File: src/rtl/tpr_pkg.sv
// Package with the shared types and constants of the tachometer block.
`timescale 1ns / 1ps

package tpr_pkg;

    localparam int CFG_DATA_BITS  = 32;
    localparam int CFG_INDEX_BITS = 2;

    localparam logic [CFG_INDEX_BITS-1:0] CFG_MIN_PERIOD = 2'd0;
    localparam logic [CFG_INDEX_BITS-1:0] CFG_TIMEOUT    = 2'd1;
    localparam logic [CFG_INDEX_BITS-1:0] CFG_PPR        = 2'd2;

    localparam int PERIOD_BITS  = 32;
    localparam int PPR_BITS     = 8;
    localparam int EDGES_BITS   = 32;
    localparam int TIMEOUT_BITS = 23;
    localparam int TMO_US_BITS  = 33;
    localparam int RPM_BITS     = 26;
    localparam int DIVISOR_BITS = PERIOD_BITS + PPR_BITS;
    localparam int STEP_BITS    = 5;

    localparam logic [PERIOD_BITS-1:0] MIN_PERIOD_RESET = 32'd100000;
    localparam logic [TMO_US_BITS-1:0] TIMEOUT_US_RESET = 33'd90000000;
    localparam logic [PPR_BITS-1:0]    PPR_RESET        = 8'd1;
    localparam logic [9:0]             US_PER_MS        = 10'd1000;
    localparam logic [RPM_BITS-1:0]    US_PER_MINUTE    = 26'd60000000;
    localparam logic [STEP_BITS-1:0]   DIV_LAST_STEP    = 5'(RPM_BITS - 1);

    localparam logic [1:0] STATUS_VALID      = 2'd0;
    localparam logic [1:0] STATUS_NO_READING = 2'd1;
    localparam logic [1:0] STATUS_STOPPED    = 2'd2;

    // One read request as the front hands it to the divider side.
    typedef struct packed {
        logic [PERIOD_BITS-1:0] period;
        logic [PPR_BITS-1:0]    ppr;
        logic [EDGES_BITS-1:0]  edges;
        logic [1:0]             status;
    } job_t;

endpackage

File: src/rtl/tachometer_period_rpm.sv
// Top level of the period-measuring tachometer with its assertions.
// Usage: the input side is a queue. Push an item with push high while full is low.
// An item with cmd low reports a falling edge of the shaft sensor at now_us; it
// yields no result. An item with cmd high asks for the speed and yields exactly
// one result: rpm, pulse_total and status, shown while empty is low and taken
// with pop. Configuration goes through cfg_we, cfg_index and cfg_data, one
// register per cycle, with the block idle.
// Flow: a read with a valid reading passes from the job queue to the divider,
// through the period product and the bit-serial divider (one quotient bit per
// cycle), and then loads the result register. A read with no reading or a
// stopped shaft skips the product and the divider. Edges are taken every cycle
// while full is low. Reads are served one at a time: the divider takes no new
// read until the result of the last one is loaded into the result register.
// Reset clears the edge history, the counters and the queues and restores the
// register defaults. When the receiver stalls, the result register holds, the
// divider waits with its answer, two further reads queue up, and then full rises.
`timescale 1ns / 1ps

module tachometer_period_rpm #(
    parameter int TIME_BITS = 48
) (
    input  logic                               clk,
    input  logic                               rst_n,
    input  logic                               cfg_we,
    input  logic [tpr_pkg::CFG_INDEX_BITS-1:0] cfg_index,
    input  logic [tpr_pkg::CFG_DATA_BITS-1:0]  cfg_data,
    input  logic                               push,
    output logic                               full,
    input  logic                               cmd,
    input  logic [TIME_BITS-1:0]               now_us,
    output logic                               empty,
    input  logic                               pop,
    output logic [tpr_pkg::RPM_BITS-1:0]       rpm,
    output logic [tpr_pkg::EDGES_BITS-1:0]     pulse_total,
    output logic [1:0]                         status
);

    logic          accept;
    logic          job_push;
    tpr_pkg::job_t job_in;
    tpr_pkg::job_t job_out;
    logic          q_pop;
    logic          q_empty;

    // The job queue's full flag is the only input stall, and it holds back edges
    // as well as reads.
    assign accept = push && !full;

    tpr_front #(
        .TIME_BITS(TIME_BITS)
    ) u_front (
        .clk      (clk),
        .rst_n    (rst_n),
        .cfg_we   (cfg_we),
        .cfg_index(cfg_index),
        .cfg_data (cfg_data),
        .accept   (accept),
        .cmd      (cmd),
        .now_us   (now_us),
        .job_push (job_push),
        .job      (job_in)
    );

    tpr_queue u_queue (
        .clk  (clk),
        .rst_n(rst_n),
        .push (job_push),
        .din  (job_in),
        .pop  (q_pop),
        .dout (job_out),
        .full (full),
        .empty(q_empty)
    );

    tpr_back u_back (
        .clk        (clk),
        .rst_n      (rst_n),
        .q_empty    (q_empty),
        .q_job      (job_out),
        .q_pop      (q_pop),
        .pop        (pop),
        .empty      (empty),
        .rpm        (rpm),
        .pulse_total(pulse_total),
        .status     (status)
    );

    // An edge transaction must never create a job for the divider.
    a_edge_no_job: assert property (@(posedge clk) disable iff (!rst_n)
        (accept && !cmd) |-> !job_push)
        else $error("edge transaction produced a read job");

    // Every accepted read must enter the job queue.
    a_read_job: assert property (@(posedge clk) disable iff (!rst_n)
        (accept && cmd) |-> job_push)
        else $error("read transaction was dropped");

    // A result without a valid reading carries a zero speed.
    a_rpm_zero: assert property (@(posedge clk) disable iff (!rst_n)
        (!empty && status != tpr_pkg::STATUS_VALID) |-> rpm == '0)
        else $error("nonzero rpm with an invalid status");

    // Status never takes the unused code.
    a_status_code: assert property (@(posedge clk) disable iff (!rst_n)
        !empty |-> (status == tpr_pkg::STATUS_VALID
                 || status == tpr_pkg::STATUS_NO_READING
                 || status == tpr_pkg::STATUS_STOPPED))
        else $error("result status out of range");

endmodule

File: src/rtl/tpr_front.sv
// Front end: configuration registers, edge tracking and read classification.
`timescale 1ns / 1ps

module tpr_front #(
    parameter int TIME_BITS = 48
) (
    input  logic                               clk,
    input  logic                               rst_n,
    input  logic                               cfg_we,
    input  logic [tpr_pkg::CFG_INDEX_BITS-1:0] cfg_index,
    input  logic [tpr_pkg::CFG_DATA_BITS-1:0]  cfg_data,
    input  logic                               accept,
    input  logic                               cmd,
    input  logic [TIME_BITS-1:0]               now_us,
    output logic                               job_push,
    output tpr_pkg::job_t                      job
);

    logic [tpr_pkg::PERIOD_BITS-1:0] min_period_reg;
    logic [tpr_pkg::TMO_US_BITS-1:0] timeout_us_reg;
    logic [tpr_pkg::PPR_BITS-1:0]    ppr_reg;
    logic [TIME_BITS-1:0]            last_edge_reg;
    logic [tpr_pkg::PERIOD_BITS-1:0] period_reg;
    logic [tpr_pkg::EDGES_BITS-1:0]  edges_reg;
    logic                            armed_reg;

    logic [TIME_BITS-1:0]            gap;
    logic                            gap_long;
    logic                            edge_ok;
    logic [tpr_pkg::PPR_BITS-1:0]    ppr_wr;
    logic [tpr_pkg::TMO_US_BITS-1:0] timeout_us_wr;

    assign gap      = now_us - last_edge_reg;
    assign gap_long = |gap[TIME_BITS-1:tpr_pkg::PERIOD_BITS];
    assign edge_ok  = !armed_reg || gap >= TIME_BITS'(min_period_reg);

    // A pulses-per-revolution of zero behaves as one, so fold it here.
    assign ppr_wr = (cfg_data[tpr_pkg::PPR_BITS-1:0] == '0) ? tpr_pkg::PPR_RESET
                                                            : cfg_data[tpr_pkg::PPR_BITS-1:0];
    assign timeout_us_wr = tpr_pkg::TMO_US_BITS'(cfg_data[tpr_pkg::TIMEOUT_BITS-1:0])
                         * tpr_pkg::TMO_US_BITS'(tpr_pkg::US_PER_MS);

    always_comb
    begin
        job_push   = accept && cmd;
        job.period = period_reg;
        job.ppr    = ppr_reg;
        job.edges  = edges_reg;
        if (!armed_reg || period_reg == '0)
        begin
            job.status = tpr_pkg::STATUS_NO_READING;
        end
        else if (gap > TIME_BITS'(timeout_us_reg))
        begin
            job.status = tpr_pkg::STATUS_STOPPED;
        end
        else
        begin
            job.status = tpr_pkg::STATUS_VALID;
        end
    end

    always_ff @(posedge clk or negedge rst_n)
    begin
        if (!rst_n)
        begin
            min_period_reg <= tpr_pkg::MIN_PERIOD_RESET;
            timeout_us_reg <= tpr_pkg::TIMEOUT_US_RESET;
            ppr_reg        <= tpr_pkg::PPR_RESET;
            last_edge_reg  <= '0;
            period_reg     <= '0;
            edges_reg      <= '0;
            armed_reg      <= 1'b0;
        end
        else
        begin
            if (cfg_we)
            begin
                case (cfg_index)
                    tpr_pkg::CFG_MIN_PERIOD: min_period_reg <= cfg_data;
                    tpr_pkg::CFG_TIMEOUT:    timeout_us_reg <= timeout_us_wr;
                    tpr_pkg::CFG_PPR:        ppr_reg        <= ppr_wr;
                    default:                 ;
                endcase
            end
            if (accept && !cmd && edge_ok)
            begin
                // The arming edge records its time and is counted; later edges also set the period.
                if (armed_reg)
                begin
                    period_reg <= gap_long ? '1 : gap[tpr_pkg::PERIOD_BITS-1:0];
                end
                last_edge_reg <= now_us;
                edges_reg     <= edges_reg + tpr_pkg::EDGES_BITS'(1);
                armed_reg     <= 1'b1;
            end
        end
    end

endmodule

File: src/rtl/tpr_queue.sv
// Two-entry queue of read jobs between the front end and the divider.
`timescale 1ns / 1ps

module tpr_queue (
    input  logic          clk,
    input  logic          rst_n,
    input  logic          push,
    input  tpr_pkg::job_t din,
    input  logic          pop,
    output tpr_pkg::job_t dout,
    output logic          full,
    output logic          empty
);

    tpr_pkg::job_t mem [2];
    logic          wr_ptr_reg;
    logic          rd_ptr_reg;
    logic [1:0]    count_reg;
    logic          do_push;
    logic          do_pop;

    assign full    = count_reg == 2'd2;
    assign empty   = count_reg == 2'd0;
    assign do_push = push && !full;
    assign do_pop  = pop && !empty;
    assign dout    = mem[rd_ptr_reg];

    always_ff @(posedge clk)
    begin
        if (do_push)
        begin
            mem[wr_ptr_reg] <= din;
        end
    end

    always_ff @(posedge clk or negedge rst_n)
    begin
        if (!rst_n)
        begin
            wr_ptr_reg <= 1'b0;
            rd_ptr_reg <= 1'b0;
            count_reg  <= 2'd0;
        end
        else
        begin
            if (do_push)
            begin
                wr_ptr_reg <= !wr_ptr_reg;
            end
            if (do_pop)
            begin
                rd_ptr_reg <= !rd_ptr_reg;
            end
            if (do_push && !do_pop)
            begin
                count_reg <= count_reg + 2'd1;
            end
            else if (do_pop && !do_push)
            begin
                count_reg <= count_reg - 2'd1;
            end
        end
    end

endmodule

File: src/rtl/tpr_back.sv
// Back end: period product, serial speed divider and result register.
`timescale 1ns / 1ps

module tpr_back (
    input  logic                              clk,
    input  logic                              rst_n,
    input  logic                              q_empty,
    input  tpr_pkg::job_t                     q_job,
    output logic                              q_pop,
    input  logic                              pop,
    output logic                              empty,
    output logic [tpr_pkg::RPM_BITS-1:0]      rpm,
    output logic [tpr_pkg::EDGES_BITS-1:0]    pulse_total,
    output logic [1:0]                        status
);

    typedef enum logic [1:0] {
        S_IDLE,
        S_MUL,
        S_DIV,
        S_DONE
    } state_t;

    state_t                            state_reg;
    tpr_pkg::job_t                     job_reg;
    logic [tpr_pkg::DIVISOR_BITS-1:0]  divisor_reg;
    logic [tpr_pkg::RPM_BITS-1:0]      rem_reg;
    logic [tpr_pkg::RPM_BITS-1:0]      quot_reg;
    logic [tpr_pkg::STEP_BITS-1:0]     step_reg;
    logic                              res_valid_reg;
    logic [tpr_pkg::RPM_BITS-1:0]      rpm_reg;
    logic [tpr_pkg::EDGES_BITS-1:0]    pulse_total_reg;
    logic [1:0]                        status_reg;

    logic [tpr_pkg::RPM_BITS:0]        trial;
    logic                              fits;
    logic                              res_free;

    // Restoring division: the dividend shifts out of the quotient register MSB first.
    assign trial    = {rem_reg, quot_reg[tpr_pkg::RPM_BITS-1]};
    assign fits     = tpr_pkg::DIVISOR_BITS'(trial) >= divisor_reg;
    assign res_free = !res_valid_reg || pop;
    assign q_pop    = state_reg == S_IDLE && !q_empty;

    assign empty       = !res_valid_reg;
    assign rpm         = rpm_reg;
    assign pulse_total = pulse_total_reg;
    assign status      = status_reg;

    always_ff @(posedge clk or negedge rst_n)
    begin
        if (!rst_n)
        begin
            state_reg       <= S_IDLE;
            res_valid_reg   <= 1'b0;
            job_reg         <= '0;
            divisor_reg     <= '0;
            rem_reg         <= '0;
            quot_reg        <= '0;
            step_reg        <= '0;
            rpm_reg         <= '0;
            pulse_total_reg <= '0;
            status_reg      <= tpr_pkg::STATUS_VALID;
        end
        else
        begin
            if (pop && res_valid_reg)
            begin
                res_valid_reg <= 1'b0;
            end
            case (state_reg)
                S_IDLE:
                begin
                    if (!q_empty)
                    begin
                        job_reg  <= q_job;
                        rem_reg  <= '0;
                        step_reg <= tpr_pkg::DIV_LAST_STEP;
                        if (q_job.status == tpr_pkg::STATUS_VALID)
                        begin
                            quot_reg  <= tpr_pkg::US_PER_MINUTE;
                            state_reg <= S_MUL;
                        end
                        else
                        begin
                            quot_reg  <= '0;
                            state_reg <= S_DONE;
                        end
                    end
                end
                S_MUL:
                begin
                    divisor_reg <= tpr_pkg::DIVISOR_BITS'(job_reg.period)
                                 * tpr_pkg::DIVISOR_BITS'(job_reg.ppr);
                    state_reg   <= S_DIV;
                end
                S_DIV:
                begin
                    if (fits)
                    begin
                        rem_reg <= tpr_pkg::RPM_BITS'(tpr_pkg::DIVISOR_BITS'(trial) - divisor_reg);
                    end
                    else
                    begin
                        rem_reg <= trial[tpr_pkg::RPM_BITS-1:0];
                    end
                    quot_reg <= {quot_reg[tpr_pkg::RPM_BITS-2:0], fits};
                    step_reg <= step_reg - tpr_pkg::STEP_BITS'(1);
                    if (step_reg == '0)
                    begin
                        state_reg <= S_DONE;
                    end
                end
                S_DONE:
                begin
                    if (res_free)
                    begin
                        rpm_reg         <= quot_reg;
                        pulse_total_reg <= job_reg.edges;
                        status_reg      <= job_reg.status;
                        res_valid_reg   <= 1'b1;
                        state_reg       <= S_IDLE;
                    end
                end
                default:
                begin
                    state_reg <= S_IDLE;
                end
            endcase
        end
    end

endmodule
File: config.mk
export PLATFORM = sky130hd
export DESIGN_NAME = tachometer_period_rpm
export DESIGN_NICKNAME = d
export VERILOG_FILES = /design/src/rtl/tpr_pkg.sv /design/src/rtl/tachometer_period_rpm.sv /design/src/rtl/tpr_front.sv /design/src/rtl/tpr_queue.sv /design/src/rtl/tpr_back.sv
export SDC_FILE = /design/constraint.sdc
export NUM_CORES = 2
export LEC_CHECK = 0
export ABC_AREA = 0
export BUFFER_PORTS_ARGS = -buffer_cell sky130_fd_sc_hd__buf_2
export CORE_MARGIN = 10
export CORE_UTILIZATION = 60
export DETAILED_ROUTE_END_ITERATION = 6
export GPL_ROUTABILITY_DRIVEN = 0
export PLACE_DENSITY = 0.78
export SKIP_LAST_GASP = 1
export SYNTH_ARGS = -nofsm -noshare
export SYNTH_HDL_FRONTEND = slang
export SYNTH_SLANG_ARGS = --single-unit
File: constraint.sdc
create_clock -name clk -period 7.8 [get_ports clk]
set_clock_uncertainty 0.05 [all_clocks]
set_input_delay 0.78 -clock clk [delete_from_list [all_inputs] [get_ports clk]]
set_output_delay 0.78 -clock clk [all_outputs]
set_load 0.02 [all_outputs]
-- Word-level counts from Yosys, hierarchy flattened
Memories as Yosys holds them, arrays and structs flattened.
Index checks and enable logic that the tools add are counted.
- memories: 1
- flip-flop bits (word level): 421
- output and inout bits: 62
- word-level logic and storage cells: 109
- bits of input ports: 88
- RAM bits: 148
- memory list (memory ; depth ; width ; rd ports ; clocked after Yosys merged registers in ; wr ports ; line ; source):
    u_queue.mem ; 2 ; 74 ; 1 ; 0 ; 1 ; tpr_queue.sv:15 ; tpr_pkg::job_t mem [2];
- multipliers: 2
- add/subtract/negate cells: 6
- multiplexer cells: 24
- bitwise operators: 1
- reduce and logical (&&, ||, !) cells: 40
- equality and inequality tests: 9
- $lt $le $gt $ge: 3
- operators with widths (cell ; number):
    two-way mux 26 bit ; 4
    one-hot mux 26 bit (2 select lines) ; 2
    >= comparator 48 x 32 -> 1 bit ; 1
    > comparator 48 x 33 -> 1 bit ; 1
    subtractor 48 bit ; 1
    >= comparator 27 x 40 -> 1 bit ; 1
    multiplier 32 x 8 -> 40 bit ; 1
    adder 32 x 1 -> 32 bit, second input constant ; 1
    logical NOT 32 bit ; 1
    two-way mux 32 bit ; 1
    multiplier 23 x 7 -> 30 bit, second input constant ; 1
    subtractor 26 bit ; 1
    two-way mux 2 bit ; 8
    OR reduction 16 bit ; 1
    AND reduction 2 bit ; 7
    logical AND 1 bit ; 10
    one-hot mux 5 bit (2 select lines) ; 1
    logical NOT 1 bit ; 9
    == test 2 bit, second input constant ; 4
    logical NOT 2 bit ; 4
    logical NOT 8 bit ; 1
    two-way mux 8 bit ; 1
    one-hot mux 2 bit (4 select lines) ; 1
    logical NOT 5 bit ; 1
    12 further kinds ; 21

-- Depth between registers and ports, before layout
- depth after elaboration: 9
- gate-level depth with buffers: 27
- depth with buffers taken out: 24

-- Hierarchy
From an unflattened synthesis, not the netlist that was laid out.
- cell total of the unflattened synthesis: 3856
- area total of the unflattened synthesis: 39825.7 µm²
- modules (own cells, without submodules) (module ; seq. area each (µm²) ; area each (µm²) ; instances ; cells an instance):
    tpr_back ; 5855.6 ; 18539.0 ; 1 ; 1967
    tpr_front ; 4601.9 ; 15533.6 ; 1 ; 1639
    tpr_queue ; 4544.4 ; 5739.3 ; 1 ; 249
    tachometer_period_rpm ; 0.0 ; 13.8 ; 1 ; 1

-- Worst setup path before layout
Ideal clock, no wire load.
- path type: reg2reg
- from: reg u_back.job_reg[41] in the netlist's numbering
- to: reg u_back.divisor_reg[37] in the netlist's numbering
- stages on the path, launching flop included: 22
- library setup time: 125 ps
- slack: 2174 ps
- clock period less this slack: 5626 ps
- arrival time: 5452 ps
- path buffers: 2
- data required time: 7625 ps
- path through: dfrtp_1 > clkbuf_1 > and2_1 > fa_1 > inv_1 > fa_1 > fa_1 > fa_1 > inv_1 > ha_1 > clkbuf_1 > and4_1 > nand2_1 > a2111oi_0 > nor3_1 > o21ai_0 > a211oi_1 > o21ai_0 > o211ai_1 > o21ai_0 > xor2_1 > mux2_2
- cells in the longest elaborated chain, start to end: 1
- ends and longest elaborated chain (item ; line ; source):
    start: declaration ; tpr_back.sv:25 ; tpr_pkg::job_t job_reg;
    start signal: assignment ; tpr_back.sv:76 ; job_reg <= q_job;
    multiplier 32 x 8 -> 40 bit ; tpr_back.sv:94 ; * tpr_pkg::DIVISOR_BITS'(job_reg.ppr);
    end signal: assignment ; tpr_back.sv:93 ; divisor_reg <= tpr_pkg::DIVISOR_BITS'(job_reg.period)
    end: declaration ; tpr_back.sv:26 ; logic [tpr_pkg::DIVISOR_BITS-1:0] divisor_reg;
No other way between the ends.
A chain may end at the register's enable or synchronous reset.

-- Final worst setup path
- from: reg u_back.job_reg[41] in the netlist's numbering
- to: reg u_back.divisor_reg[38] in the netlist's numbering
Same word-level chain as after synthesis.

==> results.txt <==
----------------------------------------------------
[Status]
  Status ... complete, no violations

[Cells and area]
  Final cell area excluding filler cells ... 42080 µm²
  Fillcell total ... 4925
  Area used by multi-input combinational logic ... 21420 µm²
  Sequential cell area ... 15010 µm²
  Fin cells ... 4743
  Number of nets in the layout ... 4474
  Syn-to-layout area delta ... 9.326%
  Number of antenna repair diodes ... 0
  Share of final-layout standard cells stronger than drive strength 1 ... 10.01%
  Flip-flop count of the largest register, all copies and words added ... 148

[Timing]
  Max Clk Rate ... 148.6 MHz
  Post-layout min period ... 6.731 ns
  Pins over their slew limit ... 0
  Endpoints failing hold ... 0
  Final clock period utilization by the worst path ... 86.30%
  Sum of negative setup slack ... 0 ns
  Final setup violation count ... 0
  Max_slew headroom ... 20.68%
  Final worst slack ... 1.069 ns
  Worst-Margin Slew ... 1.190 ns
  Unrepaired setup endpoints after global routing ... no

[Clock tree]
  Num Clock Sinks ... 569
  Worst-path clk slew ... 0.06 ns
  Hold buffers post-CTS ... 0
  Maximum buffer depth of the clock tree ... 3
  Clk_lat worst skew ... 0.66 ns
  TritonCTS clock tree ... yes
  Number of H-tree levels ... 2
  Number of instances resized during post-cts repair ... 0
  TritonCTS buffer count ... 59
  Clock tree root driver cell ... clkbuf_16
  Post CTS Setup Buffer Count ... 0

[Synth]
  Synthesized-area fraction occupied by ao, oa, aoi and oai cells ... 12.66%
  Fraction of synthesized cell area taken by the top area cell type ... 26.20%
  Mux cell area share after synthesis ... 4.411%
  Top FF cell, synth ... dfrtp_1
  Area of the mapped netlist ... 38490 µm²
  Top cell types by occurrence after synthesis ... inv_1 (415), nand2_1 (415), dfrtp_1 (403), o21ai_0 (317), ha_1 (276)
  Post-Syn Instances ... 3746
  Most area-consuming cells after synthesis ... dfrtp_1 (26%), fa_1 (14%), edfxtp_1 (12%)
  Number of enable flip-flop cells after synthesis ... 148
  Dominant combinational cell family by area after synthesis ... adder cells
  Average cell area after synthesis ... 10.27 µm²
  Number of unique standard cell types used by synthesis ... 76
  Dominant cell type by area after synthesis ... dfrtp_1
  Post-synthesis share of cell area spent on xor and xnor gates ... 3.459%
  Net Count, Synth ... 4374
  Synth warn ... 0
  Async set-reset flop share out of synthesis ... 73.99%
  Post-synthesis share of cell area spent on full adders, half adders and majority gates ... 22.70%
  Register area share after synthesis ... 38.98%
  FF+latch count, synth ... 569
  Simple-gate area share of the yosys netlist ... 12.27%

[Worst setup path]
  Critical Path Sink Type ... register
  Crit path kind ... reg -> reg
  Worst Path Max Fanout ... 33
  FF-to-FF path depth ... 19
  Kind of start point of the critical path ... register
  Critical path required time ... 8.25 ns
  Arrival @ worst endpoint ... 7.18 ns

[GRT]
  Maximum number of pins on one net before global-route repair ... 180
  GR Util All Layers ... 22.74%
  Number of global-route vias before repair ... 27563
  Gr ovfl total ... 0
  Initial antenna violation count ... 0
  First-pass GRT wire length ... 140.1 mm

[Floorplanning]
  I/O pin count ... 150
  Number of rows created at floorplan ... 92
  Die Wd ... 273.3 µm
  Starting Density ... 60.79%
  Die extent in y ... 273.3 µm
  CORE AREA ... 63310 µm²
  Die area ... 74680 µm²

[Detailed routing]
  Residual DRC ... 0
  Drt total wl ... 84.16 mm
  Iteration-0 DRC count of the detailed router ... 1884
  Antenna Violating Nets Remaining ... 0
  Average vias per placed instance ... 5.713
  Detailed-route via count ... 27098
  TritonRoute pass-1 iters ... 6
  DR WL/cell ... 17.74 µm

[Place]
  Pre-CTS setup slack ... 0.9957 ns
  Post-detailed-placement cell area ... 40070 µm²
  Total placed cells including tap cells ... 4631
  IO buf count ... 149
  DPL Wire Length ... 62.59 mm

[Run]
  Max-capacitance violation count ... 0

[Worst hold path]
  Worst min-delay path class ... in -> async

----------------------------------------------------
## kinds of logic after synthesis
kind of cell | after synthesis
DFF | 569
buffers and inverters | 560
and+or+nand+nor | 975
AOI/OAI and AO/OA | 790
muxes | 160
xor gates and xnor gates | 152
adders and majority gates | 540
## per-layer routing
layer / global-route usage (%) / wire length (µm)
met1: 29.22 / 35860
met2: 39.20 / 41930
met3: 2.672 / 3350
met4: 8.229 / 3020
met5: 0 / 0
## cell usage in the layout, fill, tap and decap left out, types with 148 or more instances in the layout
master | synthesis | final
o21ai_0 | 317 | 317
edfxtp_1 | 148 | 148
fa_1 | 264 | 264
and2_1 | 185 | 184
a21oi_1 | 166 | 165
nand2_1 | 415 | 414
dfrtp_1 | 403 | 402
ha_1 | 276 | 275
buf_2 | 3 | 148
inv_1 | 415 | 415
## metrics by stage
| stage | util [%] | hold slack [ns] |
|---|---|---|
| floorplan | - | 0.3924 |
| global placement | 63.29 | 0.4090 |
| detailed placement | 63.29 | 0.4163 |
| CTS | 66.46 | 0.1779 |
| global route | 66.46 | 0.2261 |
| finish | 66.46 | 0.1876 |
## area by class of cell
class / count / share of cell area (%)
clock inverter: 34 / 1.005
timing repair buffer: 184 / 2.450
tap: 846 / 2.516
clock buffer: 78 / 3.773
inverter: 415 / 3.702
sequential: 569 / 35.66
multi-input combinational: 2617 / 50.89
## worst max-delay path: stages, from the launching register on
cell and delay (ns):
dfrtp_1 1.07, nand2_1 0.21, fa_1 0.57, fa_1 0.54
inv_1 0.06, fa_1 0.53, inv_1 0.05, fa_1 0.53
inv_1 0.05, ha_1 0.24, a211oi_1 0.36, o31ai_1 0.22
o211ai_1 0.32, a31oi_1 0.17, o41ai_1 0.51, a21oi_1 0.22
a221o_1 0.36, a21oi_1 0.17, xnor2_1 0.09, mux2_2 0.26
## worst paths after layout
check | slack, ns | from | endpoint
worst min-delay path | 0.19 | rst_n | u_back.divisor_reg[21]
worst max-delay path | 1.07 | u_back.job_reg[41] | u_back.divisor_reg[38]
min in group clk | 0.28 | cfg_data[26] | u_front.min_period_reg[26]
worst min register to register | 0.42 | u_back.job_reg[22] | u_back.job_reg[22]
max in group asynchronous | 5.99 | rst_n | u_front.last_edge_reg[38]
worst max register to register | 1.07 | u_back.job_reg[41] | u_back.divisor_reg[38]
Power is not shown: default switching activity piles up to over one toggle a cycle in this logic, so the estimate is an artifact.
